**src/rtl/wpp_pkg.sv**
```systemverilog
package wpp_pkg;

    localparam int ADDR_W = 3;
    localparam logic [ADDR_W-1:0] ADDR_EXPECTED_RATE = 3'd0;
    localparam logic [31:0] EXPECTED_RATE_RESET = 32'd44100;

    localparam logic [1:0] KIND_SAMPLE = 2'd0;
    localparam logic [1:0] KIND_HEADER = 2'd1;
    localparam logic [1:0] KIND_ERROR  = 2'd2;

    localparam logic [3:0] ERR_NONE      = 4'd0;
    localparam logic [3:0] ERR_RIFF      = 4'd1;
    localparam logic [3:0] ERR_WAVE      = 4'd2;
    localparam logic [3:0] ERR_FMT       = 4'd3;
    localparam logic [3:0] ERR_NOT_PCM   = 4'd4;
    localparam logic [3:0] ERR_DATA_TAG  = 4'd5;
    localparam logic [3:0] ERR_RATE      = 4'd6;
    localparam logic [3:0] ERR_BITS      = 4'd7;
    localparam logic [3:0] ERR_ZERO_CHAN = 4'd8;

    typedef struct packed {
        logic [1:0]         kind;
        logic [3:0]         error_code;
        logic signed [15:0] sample_value;
        logic               to_left;
        logic               to_right;
        logic               last_sample;
        logic [15:0]        channel_count;
        logic [4:0]         sample_bits;
        logic [31:0]        data_bytes;
    } result_t;

endpackage

```
**src/rtl/wpp_cfg.sv**
```systemverilog
module wpp_cfg (
    input  logic                       clk,
    input  logic                       rst_n,
    input  logic                       psel,
    input  logic                       penable,
    input  logic                       pwrite,
    input  logic [wpp_pkg::ADDR_W-1:0] paddr,
    input  logic [31:0]                pwdata,
    output logic [31:0]                prdata,
    output logic                       pready,
    output logic [31:0]                expected_rate
);

    logic [31:0] rate_reg;
    logic [31:0] rate_next;
    logic        wr_en;

    assign pready = 1'b1;
    assign wr_en  = psel && penable && pwrite && pready;

    always_comb
    begin
        rate_next = rate_reg;
        if (wr_en)
        begin
            unique case (paddr)
                wpp_pkg::ADDR_EXPECTED_RATE: rate_next = pwdata;
                default: rate_next = rate_reg;
            endcase
        end
    end

    always_comb
    begin
        unique case (paddr)
            wpp_pkg::ADDR_EXPECTED_RATE: prdata = rate_reg;
            default: prdata = 32'd0;
        endcase
    end

    always_ff @(posedge clk or negedge rst_n)
    begin
        if (!rst_n)
        begin
            rate_reg <= wpp_pkg::EXPECTED_RATE_RESET;
        end
        else
        begin
            rate_reg <= rate_next;
        end
    end

    assign expected_rate = rate_reg;

endmodule

```
**src/rtl/wpp_core.sv**
```systemverilog
module wpp_core (
    input  logic             clk,
    input  logic             rst_n,
    input  logic             step,
    input  logic [7:0]       file_byte,
    input  logic             first_byte,
    input  logic [31:0]      expected_rate,
    output logic             res_valid,
    output wpp_pkg::result_t res
);

    localparam logic [1:0] PH_IDLE = 2'd0;
    localparam logic [1:0] PH_HEAD = 2'd1;
    localparam logic [1:0] PH_DATA = 2'd2;

    localparam logic [31:0] TAG_RIFF = 32'h4646_4952;
    localparam logic [31:0] TAG_WAVE = 32'h4556_4157;
    localparam logic [31:0] TAG_FMT  = 32'h2074_6D66;
    localparam logic [31:0] TAG_DATA = 32'h6174_6164;

    localparam logic [5:0] POS_RIFF  = 6'd3;
    localparam logic [5:0] POS_WAVE  = 6'd11;
    localparam logic [5:0] POS_FMT   = 6'd15;
    localparam logic [5:0] POS_PCM   = 6'd21;
    localparam logic [5:0] POS_CHAN  = 6'd23;
    localparam logic [5:0] POS_RATE  = 6'd27;
    localparam logic [5:0] POS_BITS  = 6'd35;
    localparam logic [5:0] POS_DATA  = 6'd39;
    localparam logic [5:0] POS_SIZE  = 6'd43;

    logic [1:0]  phase_reg, phase_next;
    logic [5:0]  pos_reg, pos_next;
    logic [31:0] shift_reg, shift_next;
    logic [15:0] chan_reg, chan_next;
    logic [15:0] bits_reg, bits_next;
    logic [31:0] rate_reg, rate_next;
    logic [31:0] rem_reg, rem_next;
    logic [7:0]  low_reg, low_next;
    logic [15:0] idx_reg, idx_next;

    logic [1:0]  ph;
    logic [5:0]  pos;
    logic [31:0] shift;
    logic [16:0] idx_inc;
    logic        is_8bit;

    assign ph      = first_byte ? PH_HEAD : phase_reg;
    assign pos     = first_byte ? 6'd0 : pos_reg;
    assign shift   = first_byte ? 32'd0 : shift_reg;
    assign idx_inc = {1'b0, idx_reg} + 17'd1;
    assign is_8bit = (bits_reg == 16'd8);

    always_comb
    begin
        phase_next = ph;
        pos_next   = pos;
        shift_next = shift;
        chan_next  = chan_reg;
        bits_next  = bits_reg;
        rate_next  = rate_reg;
        rem_next   = rem_reg;
        low_next   = low_reg;
        idx_next   = idx_reg;
        res_valid  = 1'b0;
        res        = '0;

        unique case (ph)
            PH_HEAD:
            begin
                shift_next = {file_byte, shift[31:8]};
                pos_next   = pos + 6'd1;
                case (pos)
                    POS_RIFF:
                        if (shift_next != TAG_RIFF)
                        begin
                            res_valid      = 1'b1;
                            res.error_code = wpp_pkg::ERR_RIFF;
                        end
                    POS_WAVE:
                        if (shift_next != TAG_WAVE)
                        begin
                            res_valid      = 1'b1;
                            res.error_code = wpp_pkg::ERR_WAVE;
                        end
                    POS_FMT:
                        if (shift_next != TAG_FMT)
                        begin
                            res_valid      = 1'b1;
                            res.error_code = wpp_pkg::ERR_FMT;
                        end
                    POS_PCM:
                        if (shift_next[31:16] != 16'd1)
                        begin
                            res_valid      = 1'b1;
                            res.error_code = wpp_pkg::ERR_NOT_PCM;
                        end
                    POS_CHAN: chan_next = shift_next[31:16];
                    POS_RATE: rate_next = shift_next;
                    POS_BITS: bits_next = shift_next[31:16];
                    POS_DATA:
                        if (shift_next != TAG_DATA)
                        begin
                            res_valid      = 1'b1;
                            res.error_code = wpp_pkg::ERR_DATA_TAG;
                        end
                    POS_SIZE:
                    begin
                        rem_next  = shift_next;
                        res_valid = 1'b1;
                        // checks in priority order: rate, width, channels
                        if (rate_reg != expected_rate)
                            res.error_code = wpp_pkg::ERR_RATE;
                        else if (bits_reg != 16'd8 && bits_reg != 16'd16)
                            res.error_code = wpp_pkg::ERR_BITS;
                        else if (chan_reg == 16'd0)
                            res.error_code = wpp_pkg::ERR_ZERO_CHAN;
                    end
                    default: ;
                endcase
                if (res_valid)
                begin
                    if (res.error_code != wpp_pkg::ERR_NONE)
                    begin
                        res.kind   = wpp_pkg::KIND_ERROR;
                        phase_next = PH_IDLE;
                    end
                    else
                    begin
                        res.kind          = wpp_pkg::KIND_HEADER;
                        res.channel_count = chan_reg;
                        res.sample_bits   = bits_reg[4:0];
                        res.data_bytes    = shift_next;
                        phase_next        = PH_DATA;
                        pos_next          = 6'd0;
                        idx_next          = 16'd0;
                        low_next          = 8'd0;
                    end
                end
                else if (pos_next > POS_SIZE)
                begin
                    phase_next = PH_IDLE;
                end
            end
            PH_DATA:
            begin
                if (rem_reg != 32'd0)
                begin
                    rem_next = rem_reg - 32'd1;
                    if (!is_8bit && !pos[0])
                    begin
                        // hold the low byte of a 16-bit sample
                        low_next = file_byte;
                        pos_next = 6'd1;
                    end
                    else
                    begin
                        res_valid = 1'b1;
                        res.kind  = wpp_pkg::KIND_SAMPLE;
                        if (is_8bit)
                        begin
                            res.sample_value = {file_byte ^ 8'h80, 8'h00};
                            res.last_sample  = (rem_next == 32'd0);
                        end
                        else
                        begin
                            pos_next         = 6'd0;
                            res.sample_value = {file_byte, low_reg};
                            res.last_sample  = (rem_next < 32'd2);
                        end
                        if (chan_reg == 16'd1)
                        begin
                            res.to_left  = 1'b1;
                            res.to_right = 1'b1;
                        end
                        else
                        begin
                            res.to_left  = (idx_reg == 16'd0);
                            res.to_right = (idx_reg != 16'd0);
                        end
                        if (idx_inc >= {1'b0, chan_reg})
                            idx_next = 16'd0;
                        else
                            idx_next = idx_inc[15:0];
                    end
                end
            end
            default: ;
        endcase
    end

    always_ff @(posedge clk or negedge rst_n)
    begin
        if (!rst_n)
        begin
            phase_reg <= PH_IDLE;
            pos_reg   <= 6'd0;
            shift_reg <= 32'd0;
            chan_reg  <= 16'd0;
            bits_reg  <= 16'd0;
            rate_reg  <= 32'd0;
            rem_reg   <= 32'd0;
            low_reg   <= 8'd0;
            idx_reg   <= 16'd0;
        end
        else if (step)
        begin
            phase_reg <= phase_next;
            pos_reg   <= pos_next;
            shift_reg <= shift_next;
            chan_reg  <= chan_next;
            bits_reg  <= bits_next;
            rate_reg  <= rate_next;
            rem_reg   <= rem_next;
            low_reg   <= low_next;
            idx_reg   <= idx_next;
        end
    end

endmodule

```
**src/rtl/wav_pcm_stream_parser.sv**
```systemverilog
// a byte waits in the input register; its result is registered when the parser steps on it
// throughput: one byte per cycle; an input register and a result register part
// the two channels, so the parser steps whenever the result slot is free or draining
// bytes that give no result (ignored bytes, low halves of 16-bit samples) step at the same rate
// reset: asynchronous active low; parser idle until a first byte, expected rate 44100
module wav_pcm_stream_parser (
    input  logic                       clk,
    input  logic                       rst_n,
    input  logic                       psel,
    input  logic                       penable,
    input  logic                       pwrite,
    input  logic [wpp_pkg::ADDR_W-1:0] paddr,
    input  logic [31:0]                pwdata,
    output logic [31:0]                prdata,
    output logic                       pready,
    input  logic                       in_valid,
    output logic                       in_ready,
    input  logic [7:0]                 file_byte,
    input  logic                       first_byte,
    output logic                       out_valid,
    input  logic                       out_ready,
    output logic [1:0]                 kind,
    output logic [3:0]                 error_code,
    output logic signed [15:0]         sample_value,
    output logic                       to_left,
    output logic                       to_right,
    output logic                       last_sample,
    output logic [15:0]                channel_count,
    output logic [4:0]                 sample_bits,
    output logic [31:0]                data_bytes
);

    logic             in_vld_reg;
    logic [7:0]       byte_reg;
    logic             first_reg;
    logic             out_vld_reg;
    wpp_pkg::result_t res_reg;
    wpp_pkg::result_t core_res;
    logic             core_res_valid;
    logic             step;
    logic [31:0]      expected_rate;

    wpp_cfg u_cfg (
        .clk           (clk),
        .rst_n         (rst_n),
        .psel          (psel),
        .penable       (penable),
        .pwrite        (pwrite),
        .paddr         (paddr),
        .pwdata        (pwdata),
        .prdata        (prdata),
        .pready        (pready),
        .expected_rate (expected_rate)
    );

    // the held byte is processed once the result slot can take its result
    assign step     = in_vld_reg && (!out_vld_reg || out_ready);
    assign in_ready = !in_vld_reg || step;

    wpp_core u_core (
        .clk           (clk),
        .rst_n         (rst_n),
        .step          (step),
        .file_byte     (byte_reg),
        .first_byte    (first_reg),
        .expected_rate (expected_rate),
        .res_valid     (core_res_valid),
        .res           (core_res)
    );

    always_ff @(posedge clk or negedge rst_n)
    begin
        if (!rst_n)
        begin
            in_vld_reg  <= 1'b0;
            out_vld_reg <= 1'b0;
        end
        else
        begin
            if (in_ready)
                in_vld_reg <= in_valid;
            if (step)
                out_vld_reg <= core_res_valid;
            else if (out_ready)
                out_vld_reg <= 1'b0;
        end
    end

    always_ff @(posedge clk)
    begin
        if (in_valid && in_ready)
        begin
            byte_reg  <= file_byte;
            first_reg <= first_byte;
        end
        if (step && core_res_valid)
            res_reg <= core_res;
    end

    assign out_valid     = out_vld_reg;
    assign kind          = res_reg.kind;
    assign error_code    = res_reg.error_code;
    assign sample_value  = res_reg.sample_value;
    assign to_left       = res_reg.to_left;
    assign to_right      = res_reg.to_right;
    assign last_sample   = res_reg.last_sample;
    assign channel_count = res_reg.channel_count;
    assign sample_bits   = res_reg.sample_bits;
    assign data_bytes    = res_reg.data_bytes;

    // an error result always carries a cause, other results none
    a_err_code: assert property (@(posedge clk) disable iff (!rst_n)
        out_valid && kind == wpp_pkg::KIND_ERROR |-> error_code != wpp_pkg::ERR_NONE)
        else $error("error result without a cause");

    a_ok_code: assert property (@(posedge clk) disable iff (!rst_n)
        out_valid && kind != wpp_pkg::KIND_ERROR |-> error_code == wpp_pkg::ERR_NONE)
        else $error("non-error result carries an error code");

    // every sample is routed to at least one track
    a_routed: assert property (@(posedge clk) disable iff (!rst_n)
        out_valid && kind == wpp_pkg::KIND_SAMPLE |-> to_left || to_right)
        else $error("sample with no track");

    a_header: assert property (@(posedge clk) disable iff (!rst_n)
        out_valid && kind == wpp_pkg::KIND_HEADER
        |-> channel_count != 16'd0 && (sample_bits == 5'd8 || sample_bits == 5'd16))
        else $error("accepted header with bad format fields");

    // a stalled result slot must block the parser
    a_no_overrun: assert property (@(posedge clk) disable iff (!rst_n)
        out_valid && !out_ready |-> !step)
        else $error("parser stepped over a pending result");

endmodule

```
**config.mk**
```make
export PLATFORM = sky130hd
export DESIGN_NAME = wav_pcm_stream_parser
export DESIGN_NICKNAME = d
export VERILOG_FILES = /design/src/rtl/wpp_pkg.sv /design/src/rtl/wpp_cfg.sv /design/src/rtl/wpp_core.sv /design/src/rtl/wav_pcm_stream_parser.sv
export SDC_FILE = /design/constraint.sdc
export NUM_CORES = 1
export LEC_CHECK = 0
export ABC_CLOCK_PERIOD_IN_PS = 13100
export BUFFER_PORTS_ARGS = -buffer_cell sky130_fd_sc_hd__clkbuf_2
export CORE_MARGIN = 2
export CORE_UTILIZATION = 63
export CTS_CLUSTER_DIAMETER = 100
export DETAILED_ROUTE_END_ITERATION = 8
export GPL_TIMING_DRIVEN = 0
export HOLD_SLACK_MARGIN = 0.06
export PLACE_DENSITY = 0.92
export SLEW_MARGIN = 20
export SYNTH_ARGS = -nofsm -noshare
export SYNTH_HDL_FRONTEND = slang
export SYNTH_SLANG_ARGS = --single-unit
```
**constraint.sdc**
```tcl
create_clock -name clk -period 13.1 [get_ports clk]
set_clock_uncertainty 0.1 [all_clocks]
set_input_delay 0.655 -clock clk [delete_from_list [all_inputs] [get_ports clk]]
set_output_delay 0.655 -clock clk [all_outputs]
set_load 0.03 [all_outputs]
```
==> results.cfg, run 1 <==
[floorplanning]
die_w_um = 151.7
coreArea_mm2 = 0.02162
start_util_pct = 63.61
die-area_mm2 = 0.02303
fp.dieH_um = 151.7
io_pins = 164
num_rows = 54

[drt]
drt_first_iter_violations = 1606
via_per_inst = 6.493
avgRoutedWirePerCell_um = 22.05
via_count = 12000
drtPass1Iterations = 6
ant_nets = 0
wirelength_um = 40750
drc = 0

[finish]
mostFrequentLayoutCells = dfrtp_1, nand2_1, clkbuf_2
layout_commonest_cell = dfrtp_1
antennaDiodeCount = 0
drive_above_1_share_pct = 19.01
nFillCells = 1457
area_growth_pct = 17.09
layout.nets = 1622

[min_path]
min-delay-path-class = primary input to register
min_from = file_byte[3]
hold_depth = 1
whs_endpoint = byte_reg[3]

[critical_path]
reg2reg_to = sample_value[6]
worst_ep_arrival_time_ns = 5.00
rr_startpoint = first_reg
r2r_slack_ns = 8.25
start_kind = register
required_ns = 13.25
worst-path-max-fanout = 30
ff2ff_path_depth = 12
cp-end-kind = register
path_class = register to register

[clocking]
cts_tree = yes
cts_buffers = 29
cts_sinks = 273
cts_resized = 0
cts-root-buf = clkbuf_16
cts_hold_buf = 1
worstSkewPairLatency_ns = 0.57
cts.clk_slew.worst_paths_ns = 0.06
cts_setup_buffers = 0
cts_buffer_depth = 3
cts_htree_levels = 1

[synth]
ys_seq_area_share_pct = 52.90
syn-instance-count = 1344
async_flop_share_pct = 68.13
synth-edff-count = 87
synth_area_leader_cell = dfrtp_1
avgSynthCellArea_um2 = 10.23
ys_warn_count = 0
yosysTopAreaCellShare_pct = 32.75
synth_ff_type = dfrtp_1
synth_seq_cells = 273
ys_types = 77
synth.area.top_cells = dfrtp_1, edfxtp_1, mux2_2
synth_area_mm2 = 0.01375

[sta]
fin_ws_ns = 8.255
fin_crit_ns = 4.845
max_freq_ghz = 0.2064
tns_ns = 0
slew-limit-headroom_pct = 25.32
rsz0062_at_grt = no
period_share_pct = 36.99
tightest_slew_ns = 1.120
timing.final.max_slew_violations = 0
setup_violations = 0
hold_viol_final = 0

[grt]
grt_max_degree = 78
grt_pass1_wl_um = 63050
grt_pass1_vias = 11590
antenna_found_initial = 0
grt_overflow_total = 0
grtUsageTotal_pct = 35.63

[placed_design]
gp_congestion = 0.9593
portBuffers = 162
hpwl_um = 28040
dp_slack_ns = 8.523

[pwr]
p_per_area_mw_per_mm2 = 150.1
cellLeakagePower_nw = 7.147
ir_drop_v = 0.0001470

[flow_run]
cap_violations = 0

[outcome]
status = completed
[routing by layer]
| layer | vias to the layer above | GRT usage, % | share of wire (%) |
|---|---|---|---|
| met1 | 5734 | 47.32 | 37 |
| met4 | 0 | 17.36 | 5.4 |
| met5 | - | 0 | 0 |
| met3 | 196 | 8.653 | 12 |
| li1 | 5203 | - | - |
| met2 | 866 | 55.32 | 46 |
[metrics by stage]
step | instance area, µm² | cells | util (%) | hold WS [ns] | power [mW]
2_1_floorplan | 13760 | 1346 | - | 0.2594 | 1.366
3_3_place_gp | 14920 | 1788 | 69.01 | 0.3723 | 1.492
3_5_place_dp | 15070 | 1793 | 69.71 | 0.3889 | 1.515
4_1_cts | 16100 | 1848 | 74.47 | 0.1638 | 2.400
5_1_grt | 16100 | 1848 | 74.47 | 0.1694 | 2.498
6_report | 16100 | 1848 | 74.47 | 0.1658 | 2.417
[power by group]
group	switching, mW	internal [mW]	leakage (nW)	total [mW]
Clock	0.344	0.544	0.490	0.889
Combinational	0.291	0.178	3.34	0.469
Sequential	0.0961	0.964	3.32	1.06
Total	0.731	1.69	7.15	2.42
[synthesized netlist by cell type, drive strengths merged, types with 25 or more instances]
library cell,n
o21ai,95
nand4,25
dfrtp,180
nand3,25
and3,33
mux2,55
nor2,100
inv,45
ha,26
nor3,29
and2,56
nand2,164
edfxtp,87
xnor2,46
a21oi,55
clkbuf,65
[worst max-delay path: stages (launching register included)]
cell,delay [ns]
edfxtp_1,0.33
clkbuf_1,0.36
clkbuf_1,0.46
clkbuf_1,0.48
or2_2,0.24
ha_1,0.16
clkbuf_1,0.29
clkbuf_1,0.51
clkbuf_1,0.47
o21ai_0,0.31
nor2_4,0.34
buf_16,0.22
buf_12,0.22
[how the worst max path moves through the flow]
stage               cells past startpoint           startpoint           endpoint  slack (ns)
floorplan                              10            first_reg   channel_count[0]        6.92
global placement                        8  u_core.bits_reg[10]        last_sample        4.10
detailed placement                     17    u_core.idx_reg[2]  u_core.idx_reg[0]        8.52
CTS                                    12            first_reg     data_bytes[30]        8.49
global route                           17    u_core.idx_reg[2]  u_core.idx_reg[0]        7.97
finish                                 12            first_reg    sample_value[6]        8.25
[area by class of cell]
cell class / count / area, µm² / share of cell area [%]
inverters: 45 / 168.9 / 1.049
clock buffers: 37 / 755.7 / 4.693
flip-flops and latches: 273 / 7274 / 45.18
well taps: 280 / 350.3 / 2.176
clock inverters: 17 / 264.0 / 1.640
multi-input cells: 942 / 5981 / 37.14
plain buffers: 86 / 347.8 / 2.160
repair buffers: 168 / 959.7 / 5.960
[cell families after synthesis]
kind of cell / count (synthesis) / share of synthesized area (%)
compound gates: 256 / 11.79
xor+xnor: 54 / 3.439
fa+ha+maj: 26 / 2.366
buf+inv: 131 / 3.758
flops: 273 / 52.90
mux: 74 / 5.887
other cells: 2 / 0.05461
simple gates: 528 / 19.81
Note: power is estimated with default switching activity, not from simulation.
==> run 2, diff against run 1 <==
--- a/config.mk
+++ b/config.mk
@@ -5,15 +5,15 @@
 export SDC_FILE = /design/constraint.sdc
 export NUM_CORES = 1
 export LEC_CHECK = 0
-export ABC_CLOCK_PERIOD_IN_PS = 13100
+export ABC_CLOCK_PERIOD_IN_PS = 4200
 export BUFFER_PORTS_ARGS = -buffer_cell sky130_fd_sc_hd__clkbuf_2
 export CORE_MARGIN = 2
-export CORE_UTILIZATION = 63
+export CORE_UTILIZATION = 53
 export CTS_CLUSTER_DIAMETER = 100
 export DETAILED_ROUTE_END_ITERATION = 8
 export GPL_TIMING_DRIVEN = 0
 export HOLD_SLACK_MARGIN = 0.06
-export PLACE_DENSITY = 0.92
+export PLACE_DENSITY = 0.84
 export SLEW_MARGIN = 20
 export SYNTH_ARGS = -nofsm -noshare
 export SYNTH_HDL_FRONTEND = slang
==> constraint.sdc (replaced) <==
create_clock -name clk -period 4.2 [get_ports clk]
set_clock_uncertainty 0.1 [all_clocks]
set_input_delay 0.21 -clock clk [delete_from_list [all_inputs] [get_ports clk]]
set_output_delay 0.21 -clock clk [all_outputs]
set_load 0.03 [all_outputs]
==> run 2 against run 1 <==
  * Register-to-register slack worse by 8.2 ns
  * Non-clock buffer count is 42 higher
  * First-iteration DRC count decreased by 6.0%
  * Sequential share of layout area down 1.5 points
  * Sequential power grew to 3.1 times the previous value
  * Clock-buffer cell count up 6
  * Via count decreased by 1.4%
==> results.cfg, run 2 (synthesis gave the netlist of run 1 again) <==
[drt]
avgRoutedWirePerCell_um = 20.92
via_count = 11840
wirelength_um = 40650
drt_first_iter_violations = 1509
drtPass1Iterations = 6
drc = 0
ant_nets = 0
via_per_inst = 6.092

[floorplanning]
coreArea_mm2 = 0.02533
die-area_mm2 = 0.02725
num_rows = 58
start_util_pct = 54.30
io_pins = 164
fp.dieH_um = 165.1
die_w_um = 165.1

[finish]
layout.nets = 1666
drive_above_1_share_pct = 19.84
design_area_mm2 = 0.01665
layout.cells.non_filler = 1943
area_growth_pct = 21.04
mostFrequentLayoutCells = dfrtp_1, clkbuf_2, nand2_1
layout_commonest_cell = dfrtp_1
antennaDiodeCount = 0

[grt]
grt_max_degree = 74
antenna_found_initial = 0
grtUsageTotal_pct = 29.60
grt_pass1_wl_um = 61760
grt_overflow_total = 0
grt_pass1_vias = 11350

[min_path]
min-delay-path-class = primary input to asynchronous set/reset pin

[critical_path]
path_class = register to register
required_ns = 4.41
crit_chain = clkbuf_1, nor4bb_1, nand4_1, o41ai_1, o211ai_1, nor4b_1, nor2_4, buf_16, buf_12
start_kind = register
worst-path-max-fanout = 29
cp_slowest_cell = clkbuf_1
worst_ep_arrival_time_ns = 4.35
cp-end-kind = register
max_stage_delay_ns = 0.76

[sta]
tightest_slew_ns = 1.014
max_freq_ghz = 0.2416
period_share_pct = 98.56
fin_crit_ns = 4.140
setup_violations = 0
hold_slack_ns = 0.07182
slew-limit-headroom_pct = 32.41
hold_viol_final = 0
timing.final.max_slew_violations = 0

[clocking]
cts_setup_buffers = 0
cts_htree_levels = 1
cts.clk_slew.worst_paths_ns = 0.06
worstSkewPairLatency_ns = 0.57
cts_tree = yes
cts_buffer_depth = 3
cts-root-buf = clkbuf_16
cts_sinks = 273
cts_buffers = 31

[pwr]
cellLeakagePower_nw = 7.360
power_mw = 7.487
ir_drop_v = 0.0004111
p_per_area_mw_per_mm2 = 449.8

[outcome]
status = completed

[placed_design]
place_area_mm2 = 0.01513
portBuffers = 162
gp_congestion = 0.9635
hpwl_um = 28050
dp.cells = 1843

[flow_run]
cap_violations = 0
==> run 2: cell types whose count changed in the layout (fill, tap and decap cells not counted), moves of 4 or more <==
cell / previous run / this run
clkbuf_1: 73 / 64
bufinv_16: 7 / 2
dlygate4sd3_1: 1 / 45
clkbuf_8: 1 / 5
clkbuf_2: 161 / 167
clkinv_2: 2 / 6
clkinv_1: 5 / 0
==> run 2: cell type report <==
class	count	area (µm²)
Buffer	84	347.8
Clock buffer	43	882.1
Clock inverter	14	140.1
Fill cell	1890	8681
Inverter	45	168.9
Multi-Input combinational cell	942	6027
Sequential cell	273	7274
Tap cell	330	412.9
Timing Repair Buffer	212	1393
==> run 2: critical path, delay by kind of cell (launching register included) <==
kind | cells | cell delay [ns]
simple gates | 4 | 1.51
buf+inv | 3 | 1.17
flops | 1 | 0.34
compound gates | 2 | 0.75
==> run 2: final timing paths <==
kind                                startpoint                      end  slack, ns  depth (start not counted)
min                                      rst_n       u_core.idx_reg[11]       0.07                          2
max                                byte_reg[6]         sample_value[10]       0.06                          9
max reg2reg                        byte_reg[6]         sample_value[10]       0.06                          9
max in group asynchronous                rst_n  u_cfg.expected_rate[10]       3.13                          3
min reg2reg                u_core.rate_reg[18]      u_core.rate_reg[18]       0.41                          2
min in group clk                       penable   u_cfg.expected_rate[1]       0.22                          4
==> run 2: power by group <==
group          leakage, nW  total [mW]  internal, mW  switching (mW)
registers             3.32        3.29          3.01           0.288
logic                 3.54        1.49         0.584           0.903
clock network        0.503        2.71          1.59            1.11
==> run 2: metal layers <==
metal	share of wire [%]	vias to the layer above	track usage (%)	wire, µm
met5	0	-	0	0
met4	5.2	0	13.83	2114
met3	9.4	159	5.320	3823
met2	47	652	47.97	19150
met1	38	5727	38.88	15560
li1	-	5299	-	-
==> run 2: through the flow <==
step	setup WS [ns]	TNS [ns]	utilization, %
4_1_cts	0.006527	0	65.63
3_5_place_dp	-0.3669	-14.31	59.73
2_1_floorplan	0.1381	0	-
3_3_place_gp	-1.837	-259.88	59.19
5_1_grt	-0.0001155	-0.0001155	65.72
6_report	0.06036	0	65.72
==> run 2: repair_timing <==
action                                 CTS  global route
hold buffers                            45             0
pin swaps                                0             0
gates resized for setup                  9            10
endpoints found under the hold margin  223             0
setup endpoints to repair              108           115
